**config.mk**
```make
export PLATFORM = sky130hd
export DESIGN_NAME = sa_queue
export DESIGN_NICKNAME = d
export VERILOG_FILES = /design/src/hdl/sa_pkg.sv /design/src/hdl/sa_queue.sv
export SDC_FILE = /design/constraint.sdc
export NUM_CORES = 1
export LEC_CHECK = 0
export ABC_AREA = 1
export BUFFER_PORTS_ARGS = -buffer_cell sky130_fd_sc_hd__buf_2
export CAP_MARGIN = 20
export CORE_UTILIZATION = 51
export DETAILED_ROUTE_END_ITERATION = 8
export PLACE_DENSITY = 0.75
export SYNTH_ARGS = -nofsm -noshare
export SYNTH_HDL_FRONTEND = slang
export SYNTH_SLANG_ARGS = --single-unit
```
**constraint.sdc**
```tcl
create_clock -name i_clk -period 1.6 [get_ports i_clk]
set_clock_uncertainty 0.2 [all_clocks]
set_input_delay 0.08 -clock i_clk [delete_from_list [all_inputs] [get_ports i_clk]]
set_output_delay 0.08 -clock i_clk [all_outputs]
set_load 0.05 [all_outputs]
```
**src/hdl/sa_pkg.sv**
```systemverilog
// ----------------------------------------------------------------------------
// sa_pkg: shared types, constants and tables for the soft argmax normalizer
// Holds the queue item type, fixed-point table functions and register codes.
// ----------------------------------------------------------------------------
package sa_pkg;

    localparam int GROUP_DEPTH_DEF = 64;
    localparam int QUEUE_DEPTH     = 4;

    localparam int VALUE_W = 24;
    localparam int BETA_W  = 16;
    localparam int OUT_W   = 31;
    localparam int EXP_W   = 40;
    localparam int ISUM_W  = 30;
    localparam int ESUM_W  = 46;

    // register indexes
    localparam logic REG_BETA  = 1'b0;
    localparam logic REG_WHOLE = 1'b1;

    localparam logic [BETA_W-1:0] BETA_RESET = 16'd8192;

    // one classified sample on its way from front to back
    typedef struct packed {
        logic [VALUE_W-1:0] value;
        logic               last;
        logic               drop;
    } t_sample;

    // exp(k), Q24.16, k = 0..16
    function automatic logic [EXP_W-1:0] int_exp(input logic [4:0] k);
        logic [EXP_W-1:0] r;
        case (k)
            5'd0:    r = 40'd65536;
            5'd1:    r = 40'd178145;
            5'd2:    r = 40'd484249;
            5'd3:    r = 40'd1316326;
            5'd4:    r = 40'd3578144;
            5'd5:    r = 40'd9726405;
            5'd6:    r = 40'd26439109;
            5'd7:    r = 40'd71868951;
            5'd8:    r = 40'd195360063;
            5'd9:    r = 40'd531043708;
            5'd10:   r = 40'd1443526462;
            5'd11:   r = 40'd3923911751;
            5'd12:   r = 40'd10666298010;
            5'd13:   r = 40'd28994004059;
            5'd14:   r = 40'd78813874367;
            5'd15:   r = 40'd214238322522;
            default: r = 40'd582360139072;
        endcase
        return r;
    endfunction

    // exp(2^-(j+1)), Q1.22, j = 0..15
    function automatic logic [22:0] frac_exp(input logic [3:0] j);
        logic [22:0] r;
        case (j)
            4'd0:    r = 23'd6915238;
            4'd1:    r = 23'd5385593;
            4'd2:    r = 23'd4752769;
            4'd3:    r = 23'd4464813;
            4'd4:    r = 23'd4327446;
            4'd5:    r = 23'd4260355;
            4'd6:    r = 23'd4227200;
            4'd7:    r = 23'd4210720;
            4'd8:    r = 23'd4202504;
            4'd9:    r = 23'd4198402;
            4'd10:   r = 23'd4196353;
            4'd11:   r = 23'd4195328;
            4'd12:   r = 23'd4194816;
            4'd13:   r = 23'd4194560;
            4'd14:   r = 23'd4194432;
            default: r = 23'd4194368;
        endcase
        return r;
    endfunction

endpackage

```
**src/hdl/sa_queue.sv**
```systemverilog
// ----------------------------------------------------------------------------
// sa_queue: short FIFO between front and back
// Holds classified samples so either side can stall on its own.
// ----------------------------------------------------------------------------
module sa_queue (
    input  logic            i_clk,
    input  logic            i_rst_n,
    input  logic            i_push,
    input  sa_pkg::t_sample i_item,
    output logic            o_full,
    input  logic            i_pop,
    output logic            o_empty,
    output sa_pkg::t_sample o_item
);
    localparam int AW = $clog2(sa_pkg::QUEUE_DEPTH);

    sa_pkg::t_sample r_mem [sa_pkg::QUEUE_DEPTH];
    logic [AW-1:0]   r_wp, r_rp;
    logic [AW:0]     r_fill;

    assign o_full  = (r_fill == (AW+1)'(sa_pkg::QUEUE_DEPTH));
    assign o_empty = (r_fill == '0);
    assign o_item  = r_mem[r_rp];

    // storage
    always_ff @(posedge i_clk) begin
        if (i_push) r_mem[r_wp] <= i_item;
    end

    // pointers and fill
    always_ff @(posedge i_clk) begin
        if (!i_rst_n) begin
            r_wp   <= '0;
            r_rp   <= '0;
            r_fill <= '0;
        end else begin
            if (i_push) r_wp <= r_wp + AW'(1);
            if (i_pop)  r_rp <= r_rp + AW'(1);
            case ({i_push, i_pop})
                2'b10:   r_fill <= r_fill + (AW+1)'(1);
                2'b01:   r_fill <= r_fill - (AW+1)'(1);
                default: r_fill <= r_fill;
            endcase
        end
    end
endmodule

```
==> run_results.csv <==
group,metric,value,unit
drt,met1_length,3939,um
sta,hold_ws,0.1113,ns
global_route,gr-usage-all-layers,23.01,%
worst_setup_path,cp_slowest_stage_delay,0.42,ns
status,status,"complete, but fails checks",
synth,synth-seq-area-share,77.04,%
cells_and_area,num_antenna_cells,0,
cells_and_area,postLayoutCoreUtil,75.60,%
pwr,p_seq_share,42.2,%
drt,first_pass_iters,4,
floorplanning,die_w,93.69,um
pwr,power,8.127,mW
worst_hold_path,hold_path_class,"in -> reg",
floorplanning,start_util,52.45,%
drt,routedWlPerCell,18.17,um
synth,yosysWarnings,0,
synth,syn_inst,308,
worst_setup_path,critPathSlowestCell,"dfxtp_4",
pwr,peakVddDrop,0.001020,V
pwr,p_sw,2.099,mW
global_route,grt_antenna_before_repair,0,
floorplanning,design.core.area,8175,um^2
placement,port_buffers,57,
synth,synth_top_area_cell,"edfxtp_1",
pwr,p_per_area,1315,nW/um^2
placement,dpl.hpwl,4876,um
clock_tree,path_clk_slew,0.05,ns
sta,period_share,121.5,%
worst_setup_path,crit_path_end_kind,"output port",
clock_tree,cts_buffers,17,
clock_tree,root_buffer,"clkbuf_8",
cells_and_area,design_area,6181,um^2
placement,place_area,5015,um^2
sta,slew_viol_final,0,
sta,tightest_slew,0.2955,ns
status,violations,"setup timing",
worst_setup_path,worstSetupPathType,"reg -> out",
cells_and_area,area_growth,44.15,%
floorplanning,row_count,33,
synth,synth_fp_nets,344,
worst_setup_path,path_cells,"inv_6 > clkbuf_16 > o21ai_1 > o22ai_2 > buf_6",
drt,top_layer_used,"met4",
drt,drt_wl_total,9685,um
pwr,p_comb_share,16.0,%
global_route,grt_pass1_wl,14250,um
floorplanning,die-area,8778,um^2
pwr,intPower,6.029,mW
clock_tree,cts_tree,"done",
sta,fmax,514.4,MHz
global_route,grt_max_degree,29,
synth,postSynthAreaPerCell,13.92,um^2
placement,place_congestion,0.6813,
global_route,grt_pass1_vias,2851,
pwr,clock_power_share,41.9,%
placement,dpl_worst_slack,0.04777,ns
clock_tree,cts_max_level,4,
drt,num_vias,2908,
synth,synth_seq_cells,113,
cells_and_area,drive_above_1_share,39.02,%
pwr,p_leak,2.274,nW
synth,synth.distinct_cells,19,
clock_tree,clk_latency,0.50,ns
sta,finalCriticalPeriod,1.944,ns
worst_setup_path,crit_required,1.32,ns
drt,drc,0,
cells_and_area,final_cells,533,
synth,synth_area,4288,um^2
worst_setup_path,start_kind,"register",
sta,relSlewSlack,80.30,%
cells_and_area,nets,451,
pwr,swShare,25.82,%
sta,setup_ws,-0.3441,ns
placement,dp.cells,470,
global_route,grt-ovfl-total,0,
worst_setup_path,arrival,1.66,ns
drt,wl_met2,5060,um
drt,antenna_left,0,
sta,finalSetupTns,-7.292,ns
drt,first_iter_violations,231,
sta,finalSetupViolCount,26,
floorplanning,io_pins,58,
floorplanning,die_y,93.69,um
sta,hold_viol,0,
clock_tree,clk_path_buf_depth,2,
clock_tree,clock-sinks,113,
drt,met3_length,461,um
drt,vias_per_cell,5.456,
worst_setup_path,path_max_fanout,14,
synth,synth_top_area_share,72.83,%
job,drv_cap,0,
synth,ys_top_cells_by_area,"edfxtp_1 (73%), nor2_1 (4.8%), o21ai_0 (4.8%)",
sta,rsz0062_at_grt,"yes",
metal layers:
layer  global-route usage [%]  vias up
met4                    10.77        0
met5                        0        -
met1                    26.30     1439
met2                    39.90       95
li1                         -     1356
met3                    6.392       18
synthesized netlist by cell type:
cell type and count:
nand3_1 1, inv_1 15, o21ai_0 41, o21ai_1 17, inv_2 1, ha_1 5
a21oi_1 5, inv_4 1, nand4_1 1, nor3_1 2, fa_1 1, edfxtp_1 104
nand2_1 9, dfxtp_1 9, buf_6 1, nor2_1 55, buf_4 6, buf_2 8
o22ai_1 26
layout make-up:
type,count,area (um^2)
well taps,105,131.4
clock buffers,18,417.9
inverters,17,83.83
multi-input cells,163,1095
fillers,464,1994
flip-flops and latches,113,3309
repair buffers,103,1021
clock inverters,14,122.6
power by group through the flow:
stage	Clock, mW	Sequential [mW]	Combinational [mW]
after floorplan	0	3.46	0.733
after global placement	0	3.47	1.01
after detailed placement	0	3.47	1.03
after CTS	3.40	3.42	1.23
after global routing	3.55	3.43	1.37
final	3.40	3.43	1.30
cell usage in the layout, fill, tap and decap left out, types with 2 or more instances in the layout:
cell type	count
o21ai_2	15
dlygate4sd3_1	29
o21ai_1	27
buf_12	8
nor2_1	47
clkinv_1	4
a21oi_1	5
inv_1	9
dfxtp_1	6
o21ai_0	15
buf_4	4
dfxtp_2	2
nor3_2	2
nand2_2	2
buf_6	30
clkinvlp_4	7
inv_2	3
buf_2	29
clkbuf_16	18
nor2_2	7
edfxtp_1	104
clkinv_2	5
bufinv_16	2
o22ai_2	26
ha_1	5
nand2_1	7
worst paths after layout:
| check | startpoint | endpoint | slack (ns) | depth (start not counted) |
|---|---|---|---|---|
| min reg2reg | r_rp[1] | register | 0.25 | 1 |
| max | register | o_item[7] | -0.34 | 5 |
| max reg2reg | r_fill[0] | r_fill[2] | 0.10 | 7 |
| min | i_item[19] | r_mem[2][19] | 0.11 | 2 |
registers in the layout, indices dropped and copies added (netlist names), named ones only:
name    count
r_mem     104
r_wp        2
r_rp        2
r_fill      3
worst max-delay path, delay by kind of cell (launching register included):
| kind | cells | cell delay, ns |
|---|---|---|
| flip-flops | 1 | 0.42 |
| buffers and inverters | 3 | 0.41 |
| AO/OA/AOI/OAI | 2 | 0.30 |
cells by family (layout without fill, tap and decap cells):
group | after synthesis | in the layout | share of synthesized area, %
adders and majority gates | 6 | 6 | 1.926
DFF | 113 | 113 | 77.04
AOI/OAI and AO/OA | 89 | 89 | 11.15
buffers and inverters | 32 | 152 | 3.793
and+or+nand+nor | 68 | 68 | 6.099
what timing repair did:
item | 4_1_cts | 5_1_grt
endpoints found under the hold margin | 113 | 0
hold buffers | 29 | 0
gates resized for setup | 82 | 34
buffers inserted | 0 | 0
cloned | 0 | 2
endpoints found under the setup margin | 27 | 29
No activity file was read; power rests on OpenSTA's default activity.
