==> config.mk <==
export PLATFORM = sky130hd
export DESIGN_NAME = sa_front
export DESIGN_NICKNAME = d
export VERILOG_FILES = /design/src/hdl/sa_pkg.sv /design/src/hdl/sa_front.sv
export SDC_FILE = /design/constraint.sdc
export NUM_CORES = 1
export LEC_CHECK = 0
export ABC_AREA = 1
export BUFFER_PORTS_ARGS = -buffer_cell sky130_fd_sc_hd__buf_2
export CAP_MARGIN = 10
export CORE_MARGIN = 4
export CORE_UTILIZATION = 43
export CTS_BUF_LIST = sky130_fd_sc_hd__clkbuf_4 sky130_fd_sc_hd__clkbuf_8
export CTS_CLUSTER_DIAMETER = 80
export DETAILED_ROUTE_END_ITERATION = 8
export GPL_TIMING_DRIVEN = 0
export HOLD_SLACK_MARGIN = 0.06
export PLACE_DENSITY = 0.88
export REMOVE_ABC_BUFFERS = 1
export SLEW_MARGIN = 0
export SYNTH_ARGS = -nofsm -noshare
export SYNTH_HDL_FRONTEND = slang
export SYNTH_SLANG_ARGS = --single-unit
export TNS_END_PERCENT = 30
==> constraint.sdc <==
create_clock -name i_clk -period 4.1 [get_ports i_clk]
set_clock_uncertainty 0.2 [all_clocks]
set_input_delay 0.205 -clock i_clk [delete_from_list [all_inputs] [get_ports i_clk]]
set_output_delay 0.205 -clock i_clk [all_outputs]
set_load 0.005 [all_outputs]
==> src/hdl/sa_pkg.sv <==
// ----------------------------------------------------------------------------
// sa_pkg: shared types, constants and tables for the soft argmax normalizer
// Holds the queue item type, fixed-point table functions and register codes.
// ----------------------------------------------------------------------------
package sa_pkg;

    localparam int GROUP_DEPTH_DEF = 64;
    localparam int QUEUE_DEPTH     = 4;

    localparam int VALUE_W = 24;
    localparam int BETA_W  = 16;
    localparam int OUT_W   = 31;
    localparam int EXP_W   = 40;
    localparam int ISUM_W  = 30;
    localparam int ESUM_W  = 46;

    // register indexes
    localparam logic REG_BETA  = 1'b0;
    localparam logic REG_WHOLE = 1'b1;

    localparam logic [BETA_W-1:0] BETA_RESET = 16'd8192;

    // one classified sample on its way from front to back
    typedef struct packed {
        logic [VALUE_W-1:0] value;
        logic               last;
        logic               drop;
    } t_sample;

    // exp(k), Q24.16, k = 0..16
    function automatic logic [EXP_W-1:0] int_exp(input logic [4:0] k);
        logic [EXP_W-1:0] r;
        case (k)
            5'd0:    r = 40'd65536;
            5'd1:    r = 40'd178145;
            5'd2:    r = 40'd484249;
            5'd3:    r = 40'd1316326;
            5'd4:    r = 40'd3578144;
            5'd5:    r = 40'd9726405;
            5'd6:    r = 40'd26439109;
            5'd7:    r = 40'd71868951;
            5'd8:    r = 40'd195360063;
            5'd9:    r = 40'd531043708;
            5'd10:   r = 40'd1443526462;
            5'd11:   r = 40'd3923911751;
            5'd12:   r = 40'd10666298010;
            5'd13:   r = 40'd28994004059;
            5'd14:   r = 40'd78813874367;
            5'd15:   r = 40'd214238322522;
            default: r = 40'd582360139072;
        endcase
        return r;
    endfunction

    // exp(2^-(j+1)), Q1.22, j = 0..15
    function automatic logic [22:0] frac_exp(input logic [3:0] j);
        logic [22:0] r;
        case (j)
            4'd0:    r = 23'd6915238;
            4'd1:    r = 23'd5385593;
            4'd2:    r = 23'd4752769;
            4'd3:    r = 23'd4464813;
            4'd4:    r = 23'd4327446;
            4'd5:    r = 23'd4260355;
            4'd6:    r = 23'd4227200;
            4'd7:    r = 23'd4210720;
            4'd8:    r = 23'd4202504;
            4'd9:    r = 23'd4198402;
            4'd10:   r = 23'd4196353;
            4'd11:   r = 23'd4195328;
            4'd12:   r = 23'd4194816;
            4'd13:   r = 23'd4194560;
            4'd14:   r = 23'd4194432;
            default: r = 23'd4194368;
        endcase
        return r;
    endfunction

endpackage

==> src/hdl/sa_front.sv <==
// ----------------------------------------------------------------------------
// sa_front: input acceptance and classification
// Accepts samples, marks those beyond the group depth as dropped.
// ----------------------------------------------------------------------------
module sa_front #(
    parameter int GROUP_DEPTH = sa_pkg::GROUP_DEPTH_DEF
) (
    input  logic                       i_clk,
    input  logic                       i_rst_n,
    input  logic                       i_s_tvalid,
    output logic                       o_s_tready,
    input  logic [sa_pkg::VALUE_W-1:0] i_s_tdata,
    input  logic                       i_s_tlast,
    input  logic                       i_full,
    output logic                       o_push,
    output sa_pkg::t_sample            o_item
);
    localparam int CW = $clog2(GROUP_DEPTH + 1);

    logic [CW-1:0] r_count, n_count;
    logic          drop;

    assign o_s_tready = !i_full;
    assign o_push     = i_s_tvalid && !i_full;
    assign drop       = (r_count == CW'(GROUP_DEPTH));

    assign o_item.value = i_s_tdata;
    assign o_item.last  = i_s_tlast;
    assign o_item.drop  = drop;

    // stored-sample count of the open group
    always_comb begin
        n_count = r_count;
        if (o_push) begin
            if (i_s_tlast)  n_count = '0;
            else if (!drop) n_count = r_count + CW'(1);
        end
    end

    always_ff @(posedge i_clk) begin
        if (!i_rst_n) r_count <= '0;
        else          r_count <= n_count;
    end
endmodule

==> results of run 1 <==
## final timing paths
check | to
max | o_item[0]
min | r_count[0]
max reg2reg | r_count[3]
min reg2reg | r_count[1]
## critical path, stage by stage (launching register included)
cell and delay [ns]:
dfxtp_1 0.39, inv_1 0.07, ha_1 0.19, nand2_1 0.06, inv_1 0.07, nand3_2 0.08
inv_1 0.04, buf_2 0.11
## cells in the mapped netlist
library cell  instances
dfxtp_1               7
buf_4                26
nand4_4               1
nor2_2                5
nor3_1                1
nand4_1               1
nand3_1               5
nor2_1               14
nand3_2               1
a21oi_2               1
nand2_4               1
nand2_1              21
inv_1                15
ha_1                  2
a21oi_1               3
o21ai_1               2
inv_2                 1
## what timing repair did
action / CTS / global route
hold endpoints to repair: 6 / 0
setup endpoints to repair: 0 / 0
hold buffers: 1 / 0
## cells in the final DEF, fill, tap and decap left out, drive strengths merged
master and instances:
nand4 2, nand2 22, dfxtp 7, nand3 6
nor2 19, o21ai 2, dlygate4sd3 1, clkbuf 4
buf 8, ha 2, nor3 1, inv 16
a21oi 4
## metal layers
layer,GRT usage,wire [microns],vias to the layer above
met5,0.0500,0,-
met4,0.0806,38,0
met3,0.148,327,5
met2,0.151,568,37
met1,0.198,725,255
li1,-,-,273
## area by class of cell
class | instances | area [sq um] | area share
Clock buffer | 4 | 30.0 | 0.0500
Inverter | 16 | 60.1 | 0.100
Sequential cell | 7 | 140 | 0.233
Timing Repair Buffer | 9 | 50.0 | 0.0833
Tap cell | 16 | 20.0 | 0.0333
Multi-Input combinational cell | 58 | 300 | 0.500
## power groups by stage
stage	Clock, mW	Sequential [mW]	Combinational (mW)
6_report	0.0693	0.0725	0.0244
5_1_grt	0.0754	0.0727	0.0287
4_1_cts	0.0725	0.0724	0.0248
3_5_place_dp	0	0.0739	0.0241
3_3_place_gp	0	0.0737	0.0230
2_1_floorplan	0	0.0733	0.0159
## metrics by stage
stage,std cells,cell area [sq um]
after floorplan,81,500
after global placement,105,561
after detailed placement,105,561
after CTS,110,601
after global routing,110,601
final,110,601
## kinds of logic after synthesis
group / count (synthesis)
buffers and inverters: 42
AND/OR/NAND/NOR: 50
adder cells (fa/ha/maj): 2
AO/OA/AOI/OAI: 6
flip-flops: 7
==> metrics.txt, run 1 <==
DRC errors left=0; largest family of logic cells by synthesized area=buffers and inverters; fin crit period=1.67 ns; first-pass GRT wire length=2.28 mm; status=completed; PortBufs=8; final core utilization=0.394; Compound-Gate Fraction of Synth Area=0.0486; synth unique cells=17; final WL=1.66 mm; worst setup path class=flip-flop to output port; postcts setup bufs=0; Nets=126; die area=2330 sq um; final hold vios=0; worst-margin pin slew=0.228 ns; Startpoint Class=flip-flop; max-cap viol count=0; Power Density=277 nW/um^2; Worst R2R Start=r_count[0]; top cells by area, synth=buf_4, dfxtp_1, nand2_1; clock slew at reported path FFs=0.05 ns; Largest Register=r_count; setup TNS=0 ns; TritonCTS clock tree=done; flop2flop setup slack=2.56 ns; area grow syn2layout=-13.7%; share of layout cells above drive strength 1=0.234; Max-slew headroom=0.848; antenna violations before repair=0; Worst setup startpoint=r_count[0]; Hold Path Class=input port to flip-flop; core area=1520 sq um; sw frac=0.255; DR WL/cell=15.1 microns; largest net degree at the start of global routing=8; worst r2r path cells=9; Slew Limit Fails=0; detailed-route via count=570; Mean Syn Cell Area=6.50 sq um; combinational power share=0.147; Cells after Synth=107; Antenna Nets Post-Route=0; mux cell area share after synthesis=0; fin crit share=0.408; RSZ-0062 raised after global routing=no; FMAX=0.598 GHz; CP Capture Type=output port; clk root buf=clkbuf_4; biggest regs=r_count x7; Yosys top cell by area=buf_4; area share of the largest cell type after synthesis=0.281; Worst EP arrival=1.27 ns; Worst Hold Slack=0.165 ns; Post-DP HPWL=1.33 mm; required time worst endpoint=3.69 ns; XOR/XNOR Fraction of Synth Area=0; total track usage=0.154; vias in the first global route=475; Power Internal=0.124 mW; Clock Path Buffers=2; cts repair resizes=0; # fillers=168; Yosys warnings=0; peak supply drop=0.122 mV; Adder-Cell Fraction of Synth Area=0.0360; # diodes=0; Cell Rows=14; Leakage=0.300 nW; Total Power=0.166 mW; Sequential Power Share=0.436; crit path max fanout=5; chip height=48.2 microns; sequential share of the synthesized area=0.201; H-tree levels=1; hold path depth=5; Synth Area in Simple Gates=0.347; final setup vio count=0; Hold Startpoint=i_s_tvalid; Die X=48.2 microns; setup ws final=2.43 ns; vias per cell=5.18; Iteration-0 DRC Markers=12; #FFs+latches synth=7; first-pass iteration count of the detailed router=4; Post-Syn Area=696 sq um; Ports=57; Num CTS Buffers=3; gpl congestion=0.836; switching power total=0.0423 mW; Sink Count=7; initial cell density of the core=0.456; DP Worst Slack=2.56 ns; grt total ovfl=0; Clock power frac=0.417; Clk Latency, worst-skew pair=0.25 ns; max reg flops=7
No activity file was read; power rests on OpenSTA's default activity.
==> run 2: changes to the inputs <==
--- a/config.mk
+++ b/config.mk
@@ -8,14 +8,15 @@
 export ABC_AREA = 1
 export BUFFER_PORTS_ARGS = -buffer_cell sky130_fd_sc_hd__buf_2
 export CAP_MARGIN = 10
+export CORE_ASPECT_RATIO = 1.25
 export CORE_MARGIN = 4
-export CORE_UTILIZATION = 43
+export CORE_UTILIZATION = 36
 export CTS_BUF_LIST = sky130_fd_sc_hd__clkbuf_4 sky130_fd_sc_hd__clkbuf_8
 export CTS_CLUSTER_DIAMETER = 80
 export DETAILED_ROUTE_END_ITERATION = 8
 export GPL_TIMING_DRIVEN = 0
 export HOLD_SLACK_MARGIN = 0.06
-export PLACE_DENSITY = 0.88
+export PLACE_DENSITY = 0.78
 export REMOVE_ABC_BUFFERS = 1
 export SLEW_MARGIN = 0
 export SYNTH_ARGS = -nofsm -noshare
==> constraint.sdc (replaced) <==
create_clock -name i_clk -period 1.52 [get_ports i_clk]
set_clock_uncertainty 0.2 [all_clocks]
set_input_delay 0.076 -clock i_clk [delete_from_list [all_inputs] [get_ports i_clk]]
set_output_delay 0.076 -clock i_clk [all_outputs]
set_load 0.005 [all_outputs]
==> run 2 against run 1 <==
Effect of this change: register-to-register slack worse by 2.5 ns; sequential cell count unchanged; worst hold slack worse by 0.10 ns; wire length up 42%.
==> metrics.txt, run 2 (synthesized netlist as in run 1, its figures left out) <==
H-tree levels=1; Startpoint Class=flip-flop; Power Density=615 nW/um^2; peak supply drop=0.309 mV; final core utilization=0.497; Worst Hold Slack=0.0599 ns; hold path depth=6; final hold vios=0; crit path max fanout=4; total track usage=0.168; Antenna Nets Post-Route=0; DRC errors left=0; Iteration-0 DRC Markers=21; fin crit share=0.977; PortBufs=8; fin crit period=1.49 ns; Hold Path Class=input port to flip-flop; Placed Cells=108; Clk Latency, worst-skew pair=0.28 ns; postcts setup bufs=0; Ports=57; FMAX=0.673 GHz; max-cap viol count=0; CP Capture Type=output port; vias in the first global route=627; # fillers=162; Worst R2R Start=r_count[0]; Cell Rows=17; most frequent cells in the layout=dlygate4sd3_1, nand2_1, nor2_1, inv_1, buf_2; chip height=57.2 microns; CP Cell Sequence=inv_1 -> ha_4 -> nand2_2 -> inv_2 -> nand3_2 -> inv_1 -> buf_2; area grow syn2layout=29.1%; Worst R2R End=r_count[2]; Leakage=0.409 nW; final WL=2.36 mm; # diodes=0; worst r2r path cells=6; Sink Count=7; gpl congestion=0.803; DR WL/cell=16.9 microns; detailed-route via count=677; crit path max-delay cell type=dfxtp_2; Max stage delay on crit path=0.34 ns; final setup vio count=0; most used cell, CP=inv_1; Die X=47.3 microns; worst-margin pin slew=0.199 ns; Clock Path Buffers=2; TritonCTS clock tree=done; die area=2700 sq um; required time worst endpoint=1.24 ns; critical path's top delay family=flip-flops; Slew Limit Fails=0; max reg flops=7; Post-DP HPWL=1.39 mm; clock slew at reported path FFs=0.06 ns; Max-slew headroom=0.867; vias per cell=4.87; Total Power=0.553 mW; Hold Startpoint=i_full; WHS Endpoint=r_count[0]; antenna violations before repair=0; biggest regs=r_count x7; Worst EP arrival=1.21 ns; Post-Layout Cell Count=139; setup ws final=0.0347 ns; worst setup path class=flip-flop to output port; initial cell density of the core=0.385; Bufs and invs on worst path=4; share of layout cells above drive strength 1=0.258; DP Worst Slack=-0.0427 ns; largest net degree at the start of global routing=8; Largest Register=r_count; Nets=152; flop2flop setup slack=0.08 ns; status=completed; core area=1810 sq um; clk root buf=clkbuf_4; grt total ovfl=0; first-pass GRT wire length=3.24 mm; FF+latch area=145 sq um; multi-input logic area=329 sq um; Num CTS Buffers=3; most common cell after layout, fill and taps aside=dlygate4sd3_1; first-pass iteration count of the detailed router=4; Worst setup startpoint=r_count[1]
-- run 2: through the flow --
| step | instance area (sq um) | TNS, ns |
|---|---|---|
| floorplan | 500 | 0 |
| detailed placement | 564 | -0.0743 |
| global route | 898 | -0.00534 |
| global placement | 564 | 0 |
| CTS | 872 | 0 |
| finish | 898 | 0 |
-- run 2: worst register-to-register path, delay by kind of cell (launching register included) --
kind | cells | cell delay (ns)
flops | 1 | 0.36
buf+inv | 1 | 0.08
simple gates | 3 | 0.36
compound gates | 1 | 0.17
fa+ha+maj | 1 | 0.21
-- run 2: cell type report --
cell class | count | share of cell area
timing repair buffer | 35 | 0.345
inverter | 16 | 0.0669
tap | 19 | 0.0265
clock buffer | 4 | 0.0334
sequential | 7 | 0.162
multi-input combinational | 58 | 0.366
-- run 2: how the worst max path moves through the flow --
stage | to | slack (ns) | depth (start not counted)
2_1_floorplan | r_count[1] | 0.13 | 10
3_3_place_gp | r_count[3] | 0.003 | 9
3_5_place_dp | r_count[1] | -0.04 | 10
4_1_cts | o_item[0] | 0.001 | 7
5_1_grt | o_item[0] | -0.005 | 7
6_report | o_item[0] | 0.03 | 7
-- run 2: report_power, final --
group / switching, mW / internal, mW
clock network: 0.0924 / 0.120
logic: 0.0681 / 0.0760
registers: 0.00741 / 0.189
-- run 2: repair_timing --
action | 4_1_cts | 5_1_grt
endpoints found under the setup margin | 3 | 5
gates resized for setup | 3 | 9
hold endpoints to repair | 31 | 0
hold buffers | 27 | 0
-- run 2: per-layer routing --
metal | vias to the layer above | track usage | share of wire
met2 | 16 | 0.259 | 0.51
met3 | 5 | 0.0189 | 0.029
met4 | 0 | 0.0711 | 0.018
met5 | - | 0 | 0
li1 | 324 | - | -
met1 | 332 | 0.230 | 0.44
